File: config.mk
export PLATFORM = sky130hd
export DESIGN_NAME = elgamal_modular_cipher_unit
export DESIGN_NICKNAME = d
export VERILOG_FILES = /design/src/rtl/emc_pkg.sv /design/src/rtl/emc_modmul.sv /design/src/rtl/emc_divstep.sv /design/src/rtl/elgamal_modular_cipher_unit.sv
export VERILOG_INCLUDE_DIRS = /design/src /design/src/rtl
export SDC_FILE = /design/constraint.sdc
export NUM_CORES = 2
export LEC_CHECK = 0
export ABC_AREA = 0
export BUFFER_PORTS_ARGS = -buffer_cell sky130_fd_sc_hd__buf_2
export CAP_MARGIN = 20
export CORE_ASPECT_RATIO = 2
export CORE_MARGIN = 4
export CORE_UTILIZATION = 57
export CTS_BUF_LIST = sky130_fd_sc_hd__clkbuf_8 sky130_fd_sc_hd__clkbuf_16
export CTS_CLUSTER_SIZE = 12
export DETAILED_ROUTE_END_ITERATION = 6
export PLACE_DENSITY = 0.76
export SETUP_SLACK_MARGIN = 0.5
export SYNTH_ARGS = -nofsm -noshare
export SYNTH_HDL_FRONTEND = slang
export SYNTH_HIERARCHICAL = 1
export SYNTH_SLANG_ARGS = --single-unit
File: constraint.sdc
create_clock -name clk -period 6.3 [get_ports clk]
set_clock_uncertainty 0.2 [all_clocks]
set_input_delay 0.63 -clock clk [delete_from_list [all_inputs] [get_ports clk]]
set_output_delay 0.63 -clock clk [all_outputs]
set_load 0.02 [all_outputs]
File: src/rtl/elgamal_modular_cipher_unit_assert.svh
// Assertion macros for the ElGamal cipher unit.
// Expects signals named clk and rst_n in the scope where a macro is used.
`ifndef ELGAMAL_MODULAR_CIPHER_UNIT_ASSERT_SVH
`define ELGAMAL_MODULAR_CIPHER_UNIT_ASSERT_SVH

// Same-cycle implication.
`define EMC_ASSERT_IMPL(lbl, ante, cons, msg) \
    lbl: assert property (@(posedge clk) disable iff (!rst_n) (ante) |-> (cons)) \
        else $error(msg);

// Next-cycle implication.
`define EMC_ASSERT_NEXT(lbl, ante, cons, msg) \
    lbl: assert property (@(posedge clk) disable iff (!rst_n) (ante) |=> (cons)) \
        else $error(msg);

`endif

File: src/rtl/emc_pkg.sv
// Shared types and codes for the ElGamal cipher unit.
// No dependencies.
package emc_pkg;

    localparam int FIELD_W = 31;
    localparam int OP_W    = 2;

    localparam logic [OP_W-1:0] OP_KEYGEN  = 2'd0;
    localparam logic [OP_W-1:0] OP_ENCRYPT = 2'd1;
    localparam logic [OP_W-1:0] OP_DECRYPT = 2'd2;
    localparam logic [OP_W-1:0] OP_UNUSED  = 2'd3;

    localparam logic [1:0] REG_MODULUS     = 2'd0;
    localparam logic [1:0] REG_GENERATOR   = 2'd1;
    localparam logic [1:0] REG_PRIVATE_KEY = 2'd2;
    localparam logic [1:0] REG_PUBLIC_KEY  = 2'd3;

    typedef enum logic [3:0] {
        ST_IDLE,
        ST_POW_RED,
        ST_POW_SQ,
        ST_POW_MUL,
        ST_POW_NEXT,
        ST_POW_END,
        ST_INV_TEST,
        ST_INV_STEP,
        ST_INV_FIX,
        ST_FIN_RED,
        ST_FIN_MUL,
        ST_DONE
    } state_t;

endpackage

File: src/rtl/emc_modmul.sv
// Bit-serial interleaved modular multiplier, one multiplier bit per cycle.
// Depends on nothing; used by the top level.
module emc_modmul #(
    parameter int W = 31
) (
    input  logic         clk,
    input  logic         rst_n,
    input  logic         start,
    input  logic [W-1:0] a,
    input  logic [W:0]   b,
    input  logic [W-1:0] q,
    output logic         done,
    output logic [W-1:0] p
);

    localparam int CW = $clog2(W + 2);

    logic          busy_reg, done_reg;
    logic [CW-1:0] cnt_reg;
    logic [W-1:0]  a_reg, q_reg, acc_reg, acc_next;
    logic [W:0]    b_reg;
    logic [W+1:0]  sum, q1, q2;

    // The addend is below q, so one step stays under 3q.
    always_comb
    begin
        q1       = {2'b00, q_reg};
        q2       = {1'b0, q_reg, 1'b0};
        sum      = {1'b0, acc_reg, 1'b0} + (b_reg[W] ? {2'b00, a_reg} : '0);
        acc_next = (sum >= q2) ? W'(sum - q2) : ((sum >= q1) ? W'(sum - q1) : W'(sum));
    end

    always_ff @(posedge clk or negedge rst_n)
    begin
        if (!rst_n)
        begin
            busy_reg <= 1'b0;
            done_reg <= 1'b0;
            cnt_reg  <= '0;
        end
        else
        begin
            done_reg <= 1'b0;
            if (start && !busy_reg)
            begin
                busy_reg <= 1'b1;
                cnt_reg  <= CW'(W + 1);
            end
            else if (busy_reg)
            begin
                cnt_reg <= cnt_reg - 1'b1;
                if (cnt_reg == CW'(1))
                begin
                    busy_reg <= 1'b0;
                    done_reg <= 1'b1;
                end
            end
        end
    end

    always_ff @(posedge clk)
    begin
        if (start && !busy_reg)
        begin
            a_reg   <= a;
            b_reg   <= b;
            q_reg   <= q;
            acc_reg <= '0;
        end
        else if (busy_reg)
        begin
            acc_reg <= acc_next;
            b_reg   <= {b_reg[W-1:0], 1'b0};
        end
    end

    assign done = done_reg;
    assign p    = acc_reg;

endmodule

File: src/rtl/emc_divstep.sv
// One extended-Euclid step: bit-serial restoring division of num by den,
// accumulating quo*prev alongside, then new coefficient cur - quo*prev.
module emc_divstep #(
    parameter int W = 31
) (
    input  logic                clk,
    input  logic                rst_n,
    input  logic                start,
    input  logic [W-1:0]        num,
    input  logic [W-1:0]        den,
    input  logic signed [W+2:0] prev,
    input  logic signed [W+2:0] cur,
    output logic                done,
    output logic [W-1:0]        rem,
    output logic signed [W+2:0] nprev
);

    localparam int CW = $clog2(W + 1);

    logic                busy_reg, done_reg;
    logic [CW-1:0]       cnt_reg;
    logic [W-1:0]        num_reg, den_reg, r_reg, r_next;
    logic signed [W+2:0] prev_reg, cur_reg, t_reg, t_next;
    logic [W:0]          rs;
    logic                ge;

    always_comb
    begin
        rs     = {r_reg, num_reg[W-1]};
        ge     = (rs >= {1'b0, den_reg});
        r_next = ge ? W'(rs - {1'b0, den_reg}) : W'(rs);
        t_next = (t_reg <<< 1) + (ge ? prev_reg : '0);
    end

    always_ff @(posedge clk or negedge rst_n)
    begin
        if (!rst_n)
        begin
            busy_reg <= 1'b0;
            done_reg <= 1'b0;
            cnt_reg  <= '0;
        end
        else
        begin
            done_reg <= 1'b0;
            if (start && !busy_reg)
            begin
                busy_reg <= 1'b1;
                cnt_reg  <= CW'(W);
            end
            else if (busy_reg)
            begin
                cnt_reg <= cnt_reg - 1'b1;
                if (cnt_reg == CW'(1))
                begin
                    busy_reg <= 1'b0;
                    done_reg <= 1'b1;
                end
            end
        end
    end

    always_ff @(posedge clk)
    begin
        if (start && !busy_reg)
        begin
            num_reg  <= num;
            den_reg  <= den;
            prev_reg <= prev;
            cur_reg  <= cur;
            r_reg    <= '0;
            t_reg    <= '0;
        end
        else if (busy_reg)
        begin
            r_reg   <= r_next;
            t_reg   <= t_next;
            num_reg <= {num_reg[W-2:0], 1'b0};
        end
    end

    assign done  = done_reg;
    assign rem   = r_reg;
    assign nprev = cur_reg - t_reg;

endmodule

File: src/rtl/elgamal_modular_cipher_unit.sv
// Top level of the ElGamal cipher unit: sequencer, operand registers, output register.
// Depends on emc_pkg, emc_modmul, emc_divstep and the assertion header.
//
// Usage: configuration registers (modulus, generator, private key, public key) are
// written through wr_en/wr_index/wr_data while the unit is idle. Items enter on the
// s_ channel: s_tuser carries the opcode (0 keygen, 1 encrypt, 2 decrypt), s_tdata
// the message, ephemeral exponent, C1 and C2. Opcode 3 is dropped with no result.
// Each result leaves on the m_ channel: m_tuser echoes the opcode, m_tdata holds the
// primary value and the secondary value (C2 for encrypt, zero otherwise).
// One item is worked on at a time. All multiplications go through one bit-serial
// modular multiplier; a power costs one reduction plus up to 2*MOD_BITS
// multiplications. Keygen needs one power, encrypt two powers and a multiply,
// decrypt one power, an extended-Euclid inverse whose steps each pass the loop
// test and a bit-serial division, and two multiplies. A modulus below two gives
// zero values.
// The result sits in an output register; a new item is accepted while it waits, and
// a stalled receiver only holds the sequencer at its final step. Reset clears the
// registers to modulus 2 and all else zero, and empties the output register.
`include "elgamal_modular_cipher_unit_assert.svh"

module elgamal_modular_cipher_unit #(
    parameter int MOD_BITS = 31
) (
    input  logic         clk,
    input  logic         rst_n,
    input  logic         wr_en,
    input  logic [1:0]   wr_index,
    input  logic [30:0]  wr_data,
    input  logic         s_tvalid,
    output logic         s_tready,
    // s_tdata, low bit up: message[30:0], ephemeral[61:31], cipher_first[92:62],
    // cipher_second[123:93], zero pad[127:124]
    input  logic [127:0] s_tdata,
    // s_tuser: opcode[1:0]
    input  logic [1:0]   s_tuser,
    output logic         m_tvalid,
    input  logic         m_tready,
    // m_tdata, low bit up: primary_value[30:0], secondary_value[61:31], zero pad[63:62]
    output logic [63:0]  m_tdata,
    // m_tuser: done_kind[1:0]
    output logic [1:0]   m_tuser
);

    localparam int W  = MOD_BITS;
    localparam int SW = MOD_BITS + 3;
    localparam int CW = $clog2(MOD_BITS + 1);

    emc_pkg::state_t state_reg, state_next;

    // Configuration registers, kept at MOD_BITS bits.
    logic [W-1:0] modulus_reg, generator_reg, private_key_reg, public_key_reg;

    logic [1:0]    op_reg;
    logic          pass_reg;
    logic [W-1:0]  msg_reg, eph_reg, c2_reg;
    logic [W-1:0]  base_reg, baser_reg, exp_reg, acc_reg, shared_reg, fa_reg;
    logic [W:0]    fb_reg;
    logic [CW-1:0] bit_cnt_reg;
    logic [W-1:0]  prim_reg, sec_reg;

    logic [W-1:0]         num_reg, den_reg;
    logic signed [SW-1:0] prev_reg, cur_reg, fix_sum;

    logic         out_valid_reg;
    logic [1:0]   out_kind_reg;
    logic [30:0]  out_prim_reg, out_sec_reg;

    logic         mul_issued_reg, div_issued_reg;
    logic         mul_start, mul_done, div_start, div_done;
    logic [W-1:0] mul_a, mul_p, div_rem;
    logic [W:0]   mul_b;
    logic signed [SW-1:0] div_nprev;

    logic         in_accept, out_free, q_small;
    logic [1:0]   in_op;

    assign in_op     = s_tuser;
    assign s_tready  = (state_reg == emc_pkg::ST_IDLE);
    assign in_accept = s_tvalid && s_tready;
    assign out_free  = !out_valid_reg || m_tready;
    assign q_small   = (modulus_reg < W'(2));

    // The inverse coefficient folded into [0, q).
    assign fix_sum = cur_reg + (cur_reg[SW-1] ? SW'(modulus_reg) : SW'(0));

    // Next state.
    always_comb
    begin
        state_next = state_reg;
        unique case (state_reg)
            emc_pkg::ST_IDLE:
            begin
                if (in_accept && in_op != emc_pkg::OP_UNUSED)
                    state_next = q_small ? emc_pkg::ST_DONE : emc_pkg::ST_POW_RED;
            end
            emc_pkg::ST_POW_RED:
            begin
                if (mul_done)
                    state_next = emc_pkg::ST_POW_SQ;
            end
            emc_pkg::ST_POW_SQ:
            begin
                if (mul_done)
                    state_next = exp_reg[W-1] ? emc_pkg::ST_POW_MUL : emc_pkg::ST_POW_NEXT;
            end
            emc_pkg::ST_POW_MUL:
            begin
                if (mul_done)
                    state_next = emc_pkg::ST_POW_NEXT;
            end
            emc_pkg::ST_POW_NEXT:
            begin
                state_next = (bit_cnt_reg == CW'(1)) ? emc_pkg::ST_POW_END : emc_pkg::ST_POW_SQ;
            end
            emc_pkg::ST_POW_END:
            begin
                unique case (op_reg)
                    emc_pkg::OP_KEYGEN:  state_next = emc_pkg::ST_DONE;
                    emc_pkg::OP_ENCRYPT:
                        state_next = pass_reg ? emc_pkg::ST_FIN_MUL : emc_pkg::ST_POW_RED;
                    default:             state_next = emc_pkg::ST_INV_TEST;
                endcase
            end
            emc_pkg::ST_INV_TEST:
            begin
                state_next = (num_reg > W'(1) && den_reg != '0) ? emc_pkg::ST_INV_STEP
                                                              : emc_pkg::ST_INV_FIX;
            end
            emc_pkg::ST_INV_STEP:
            begin
                if (div_done)
                    state_next = emc_pkg::ST_INV_TEST;
            end
            emc_pkg::ST_INV_FIX:  state_next = emc_pkg::ST_FIN_RED;
            emc_pkg::ST_FIN_RED:
            begin
                if (mul_done)
                    state_next = emc_pkg::ST_FIN_MUL;
            end
            emc_pkg::ST_FIN_MUL:
            begin
                if (mul_done)
                    state_next = emc_pkg::ST_DONE;
            end
            emc_pkg::ST_DONE:
            begin
                if (out_free)
                    state_next = emc_pkg::ST_IDLE;
            end
            default: state_next = emc_pkg::ST_IDLE;
        endcase
    end

    // Unit starts and operand selection.
    always_comb
    begin
        mul_start = 1'b0;
        div_start = 1'b0;
        mul_a     = W'(1);
        mul_b     = {1'b0, base_reg};
        unique case (state_reg)
            emc_pkg::ST_POW_RED:
            begin
                mul_start = !mul_issued_reg;
            end
            emc_pkg::ST_POW_SQ:
            begin
                mul_start = !mul_issued_reg;
                mul_a     = acc_reg;
                mul_b     = {1'b0, acc_reg};
            end
            emc_pkg::ST_POW_MUL:
            begin
                mul_start = !mul_issued_reg;
                mul_a     = acc_reg;
                mul_b     = {1'b0, baser_reg};
            end
            emc_pkg::ST_FIN_RED:
            begin
                mul_start = !mul_issued_reg;
                mul_b     = fb_reg;
            end
            emc_pkg::ST_FIN_MUL:
            begin
                mul_start = !mul_issued_reg;
                mul_a     = fa_reg;
                mul_b     = fb_reg;
            end
            emc_pkg::ST_INV_STEP:
            begin
                div_start = !div_issued_reg;
            end
            default:
            begin
                mul_start = 1'b0;
            end
        endcase
    end

    emc_modmul #(.W(W)) u_mul (
        .clk   (clk),
        .rst_n (rst_n),
        .start (mul_start),
        .a     (mul_a),
        .b     (mul_b),
        .q     (modulus_reg),
        .done  (mul_done),
        .p     (mul_p)
    );

    emc_divstep #(.W(W)) u_div (
        .clk   (clk),
        .rst_n (rst_n),
        .start (div_start),
        .num   (num_reg),
        .den   (den_reg),
        .prev  (prev_reg),
        .cur   (cur_reg),
        .done  (div_done),
        .rem   (div_rem),
        .nprev (div_nprev)
    );

    // Control state and configuration.
    always_ff @(posedge clk or negedge rst_n)
    begin
        if (!rst_n)
        begin
            state_reg       <= emc_pkg::ST_IDLE;
            modulus_reg     <= W'(2);
            generator_reg   <= '0;
            private_key_reg <= '0;
            public_key_reg  <= '0;
            out_valid_reg   <= 1'b0;
            mul_issued_reg  <= 1'b0;
            div_issued_reg  <= 1'b0;
        end
        else
        begin
            state_reg <= state_next;
            if (wr_en)
            begin
                unique case (wr_index)
                    emc_pkg::REG_MODULUS:     modulus_reg     <= wr_data[W-1:0];
                    emc_pkg::REG_GENERATOR:   generator_reg   <= wr_data[W-1:0];
                    emc_pkg::REG_PRIVATE_KEY: private_key_reg <= wr_data[W-1:0];
                    emc_pkg::REG_PUBLIC_KEY:  public_key_reg  <= wr_data[W-1:0];
                    default:                  modulus_reg     <= modulus_reg;
                endcase
            end
            if (mul_start)
                mul_issued_reg <= 1'b1;
            else if (mul_done)
                mul_issued_reg <= 1'b0;
            if (div_start)
                div_issued_reg <= 1'b1;
            else if (div_done)
                div_issued_reg <= 1'b0;
            if (state_reg == emc_pkg::ST_DONE && out_free)
                out_valid_reg <= 1'b1;
            else if (m_tready)
                out_valid_reg <= 1'b0;
        end
    end

    // Datapath.
    always_ff @(posedge clk)
    begin
        case (state_reg)
            emc_pkg::ST_IDLE:
            begin
                if (in_accept)
                begin
                    op_reg      <= in_op;
                    pass_reg    <= 1'b0;
                    msg_reg     <= s_tdata[W-1:0];
                    eph_reg     <= s_tdata[31 +: W];
                    c2_reg      <= s_tdata[93 +: W];
                    prim_reg    <= '0;
                    sec_reg     <= '0;
                    bit_cnt_reg <= CW'(W);
                    unique case (in_op)
                        emc_pkg::OP_KEYGEN:
                        begin
                            base_reg <= generator_reg;
                            exp_reg  <= private_key_reg;
                        end
                        emc_pkg::OP_ENCRYPT:
                        begin
                            base_reg <= public_key_reg;
                            exp_reg  <= s_tdata[31 +: W];
                        end
                        default:
                        begin
                            base_reg <= s_tdata[62 +: W];
                            exp_reg  <= private_key_reg;
                        end
                    endcase
                end
            end
            emc_pkg::ST_POW_RED:
            begin
                if (mul_done)
                begin
                    baser_reg <= mul_p;
                    acc_reg   <= W'(1);
                end
            end
            emc_pkg::ST_POW_SQ, emc_pkg::ST_POW_MUL:
            begin
                if (mul_done)
                    acc_reg <= mul_p;
            end
            emc_pkg::ST_POW_NEXT:
            begin
                exp_reg     <= {exp_reg[W-2:0], 1'b0};
                bit_cnt_reg <= bit_cnt_reg - 1'b1;
            end
            emc_pkg::ST_POW_END:
            begin
                case (op_reg)
                    emc_pkg::OP_KEYGEN:
                    begin
                        prim_reg <= acc_reg;
                    end
                    emc_pkg::OP_ENCRYPT:
                    begin
                        if (pass_reg)
                        begin
                            prim_reg <= acc_reg;
                            fa_reg   <= shared_reg;
                            fb_reg   <= {1'b0, msg_reg};
                        end
                        else
                        begin
                            shared_reg  <= acc_reg;
                            pass_reg    <= 1'b1;
                            base_reg    <= generator_reg;
                            exp_reg     <= eph_reg;
                            bit_cnt_reg <= CW'(W);
                        end
                    end
                    default:
                    begin
                        num_reg  <= acc_reg;
                        den_reg  <= modulus_reg;
                        prev_reg <= '0;
                        cur_reg  <= SW'(1);
                    end
                endcase
            end
            emc_pkg::ST_INV_STEP:
            begin
                if (div_done)
                begin
                    num_reg  <= den_reg;
                    den_reg  <= div_rem;
                    prev_reg <= div_nprev;
                    cur_reg  <= prev_reg;
                end
            end
            emc_pkg::ST_INV_FIX:
            begin
                fb_reg <= fix_sum[SW-1] ? '0 : fix_sum[W:0];
            end
            emc_pkg::ST_FIN_RED:
            begin
                if (mul_done)
                begin
                    fa_reg <= mul_p;
                    fb_reg <= {1'b0, c2_reg};
                end
            end
            emc_pkg::ST_FIN_MUL:
            begin
                if (mul_done)
                begin
                    if (op_reg == emc_pkg::OP_ENCRYPT)
                        sec_reg <= mul_p;
                    else
                        prim_reg <= mul_p;
                end
            end
            emc_pkg::ST_DONE:
            begin
                if (out_free)
                begin
                    out_kind_reg <= op_reg;
                    out_prim_reg <= 31'(prim_reg);
                    out_sec_reg  <= 31'(sec_reg);
                end
            end
            default:
            begin
                pass_reg <= pass_reg;
            end
        endcase
    end

    assign m_tvalid = out_valid_reg;
    assign m_tuser  = out_kind_reg;
    assign m_tdata  = {2'b00, out_sec_reg, out_prim_reg};

    `EMC_ASSERT_NEXT(a_done_loads, state_reg == emc_pkg::ST_DONE && out_free, out_valid_reg,
        "result not loaded into output register")
    `EMC_ASSERT_IMPL(a_mul_issued, mul_done, mul_issued_reg,
        "multiplier finished without a start")
    `EMC_ASSERT_IMPL(a_div_state, div_done, state_reg == emc_pkg::ST_INV_STEP,
        "divider finished outside the inverse step")

endmodule

==> results.json <==
{
  "fillerInstances": 6826,
  "synth_cell_type_count": 102,
  "mostFrequentLayoutCell": "edfxtp_1",
  "dp_slack_ps": 329,
  "syn_area_um2": 52300,
  "synth_top_area_share_pct": 45.9,
  "endpoint_kind": "register",
  "io_buffers": 229,
  "tns_ps": 0,
  "die_w_um": 222,
  "die_y_um": 436,
  "grt_pass1_vias": 38720,
  "route.detailed.drc": 0,
  "path_class": "register to register",
  "cp_data_arrival_time_ps": 6070,
  "numCtsBuffers": 98,
  "tightest_slew_ps": 1080,
  "design.portCount": 236,
  "grt.total_usage_pct": 33.5,
  "clk_path_buf_depth": 3,
  "h-tree-depth": 3,
  "worstPathMaxFanout": 15,
  "core_um2": 90800,
  "maxCapViolations": 0,
  "fmax_mhz": 176,
  "cts.sinks": 1041,
  "status": "finished, final reports clean",
  "layout-drive-gt1-share_pct": 16.6,
  "die_area_um2": 96900,
  "startpoint_type": "register",
  "floorplan.initialDensity_pct": 57.6,
  "viasPerCell": 6.37,
  "syn_inst": 4432,
  "yosysSeqAreaShare_pct": 56.5,
  "fin_util_pct": 65.5,
  "critPathTopFamily": "simple AND/OR/NAND/NOR gates",
  "setup_viol": 0,
  "cpPeakStageDelay_ps": 500,
  "maxSlewViolCount": 0,
  "rows": 156,
  "overflow": 0,
  "drt_wl_total_mm": 167,
  "yosysWarnings": 6,
  "synthFlopType": "edfxtp_1",
  "power_density_nw_per_um2": 520,
  "clk_latency_ps": 730,
  "ys_seq_elements": 1041,
  "syn_avg_cell_area_um2": 11.8,
  "cts_tree": "built",
  "grt_pass1_wl_mm": 243,
  "crit_chain": "clkbuf_2 -> buf_4 -> and2_1 -> ha_1 -> nand3_2 -> nor4_1 -> nand4_1 -> nand4b_1 -> nand2_1 -> xnor2_1 -> ha_1 -> nand2_1 -> nor3_1 -> nand4_1 -> or4_4 -> a31oi_4 -> buf_4 -> o21ai_1 -> mux2i_1 -> a22o_1",
  "place_hpwl_mm": 120,
  "gp_congestion": 1.02,
  "drtPass1Iterations": 7,
  "ant_nets": 0,
  "antenna_found_initial": 11,
  "synthArstFlopShare_pct": 14.0,
  "yosys-top-cells-area": "edfxtp_1 46%, dfrtp_1 6.9%, ha_1 5.4%, mux2_2 4.7%, dfxtp_1 3.7%",
  "crit_buf_inv": 3,
  "final_cell_mix": "799 x edfxtp_1, 393 x nand2_1, 229 x inv_1",
  "grt_max_degree": 137,
  "p_leak_uw": 0.0237,
  "fin_crit_ps": 5680,
  "yosys.area.top_type": "edfxtp_1",
  "synth-edff-count": 799,
  "ir_drop_mv": 0.352,
  "clk_pin_slew_ps": 70,
  "hp-class": "input port to register",
  "cts_root_buf": "clkbuf_16",
  "slew_headroom_pct": 27.8,
  "syn2layout_area_growth_pct": 13.7,
  "setup_slack_ps": 622,
  "crit_slowest_cell": "edfxtp_1",
  "period_share_pct": 90.1,
  "rsz0062_at_grt": "yes",
  "fin_nets": 5191,
  "cp.required_ps": 6690,
  "num_vias": 38563,
  "drt-wirelength-per-cell_um": 27.5,
  "drtIter0Drc": 3592,
  "finalHoldViolations": 0
}
-- what timing repair did --
| action | CTS | global route |
|---|---|---|
| resized for setup | 0 | 27 |
| setup buffers | 3 | 5 |
| pin swaps | 1 | 7 |
| hold buffers | 115 | 0 |
| setup endpoints to repair | 33 | 39 |
| hold endpoints to repair | 156 | 0 |
-- cell usage after synthesis, types with 23 or more instances --
master	count
a22o_1	44
nor2b_1	96
and3_1	125
xor2_1	72
a221o_2	28
ha_1	225
xnor2_1	118
a31oi_1	50
nand2b_1	26
and2_1	140
a22oi_1	87
o31ai_1	23
a21oi_1	233
buf_1	30
nor3_1	55
nor4_1	32
a32oi_1	39
o21ai_0	198
nand2_1	396
o21a_1	38
o21ai_1	39
mux2_2	217
mux2i_1	61
nor2_1	160
o21bai_1	23
nand4_1	29
edfxtp_1	799
a21o_1	103
o22ai_1	28
dfxtp_1	96
dfrtp_1	145
inv_1	171
clkbuf_1	145
nand3_1	109
-- metrics by stage --
| step | hold WS [ps] | cells | area (µm²) | power [µW] |
|---|---|---|---|---|
| detailed placement | 205 | 5751 | 55100 | 25000 |
| global placement | 203 | 5751 | 55100 | 24700 |
| floorplan | 134 | 4433 | 52300 | 20300 |
| global route | 35.6 | 6050 | 59400 | 32400 |
| finish | 41.1 | 6057 | 59400 | 30900 |
| CTS | 1.99 | 6042 | 59200 | 30500 |
-- power breakdown --
group	total, µW	leakage, µW	internal (µW)	switching, µW
clock	5460	0.00162	2850	2610
sequential	10300	0.00987	9270	1060
combinational	15100	0.0122	5740	9400
-- layout make-up --
type                            count  area (µm²)  share of cell area (%)
Sequential cell                  1041       29600                    49.8
Clock buffer                      100        2480                    4.17
Antenna cell                        8        20.0                  0.0337
Multi-Input combinational cell   3017       21600                    36.3
Clock inverter                     73         405                   0.682
Inverter                          171         646                    1.09
Timing Repair Buffer              462        3270                    5.51
Tap cell                         1185        1480                    2.49
-- per-layer routing --
layer,vias to the layer above,wire (µm),track usage [%]
met5,-,26,0
met4,4,19900,31.1
li1,17293,-,-
met1,18682,53400,34.9
met3,637,11300,5.43
met2,1947,82000,57.2
-- worst reg2reg max path: stages (launching register included) --
cell and delay, ps:
edfxtp_1 500, clkbuf_2 200, buf_4 200, and2_1 150, ha_1 430, nand3_2 190, nor4_1 320, nand4_1 240
nand4b_1 230, nand2_1 100, xnor2_1 490, ha_1 350, nand2_1 180, nor3_1 240, nand4_1 140, or4_4 470
a31oi_4 310, buf_4 190, o21ai_1 90, mux2i_1 140, a22o_1 180
-- cells by family (layout without fill, tap and decap cells) --
| family | count (synthesis) | count (layout) | share of synthesized area (%) |
|---|---|---|---|
| simple gates | 1234 | 1234 | 11.9 |
| compound gates | 1079 | 1079 | 13.9 |
| flops | 1041 | 1041 | 56.5 |
| buf+inv | 375 | 806 | 2.88 |
| mux | 279 | 279 | 5.87 |
| fa+ha+maj | 232 | 232 | 5.65 |
| xor+xnor | 191 | 191 | 3.21 |
| other cells | 1 | 10 | 0.00717 |
-- worst paths after layout --
path,startpoint,to,slack (ps),depth (start not counted)
max reg2reg,u_mul/b_reg[31],u_mul/p[0],620,20
max,u_mul/b_reg[31],u_mul/p[0],620,20
min,wr_data[14],modulus_reg[14],40,2
min reg2reg,sec_reg[7],out_sec_reg[7],210,0
min in group asynchronous,rst_n,div_issued_reg,130,2
max in group asynchronous,rst_n,public_key_reg[6],4660,3
(Power assumes the default switching activity.)
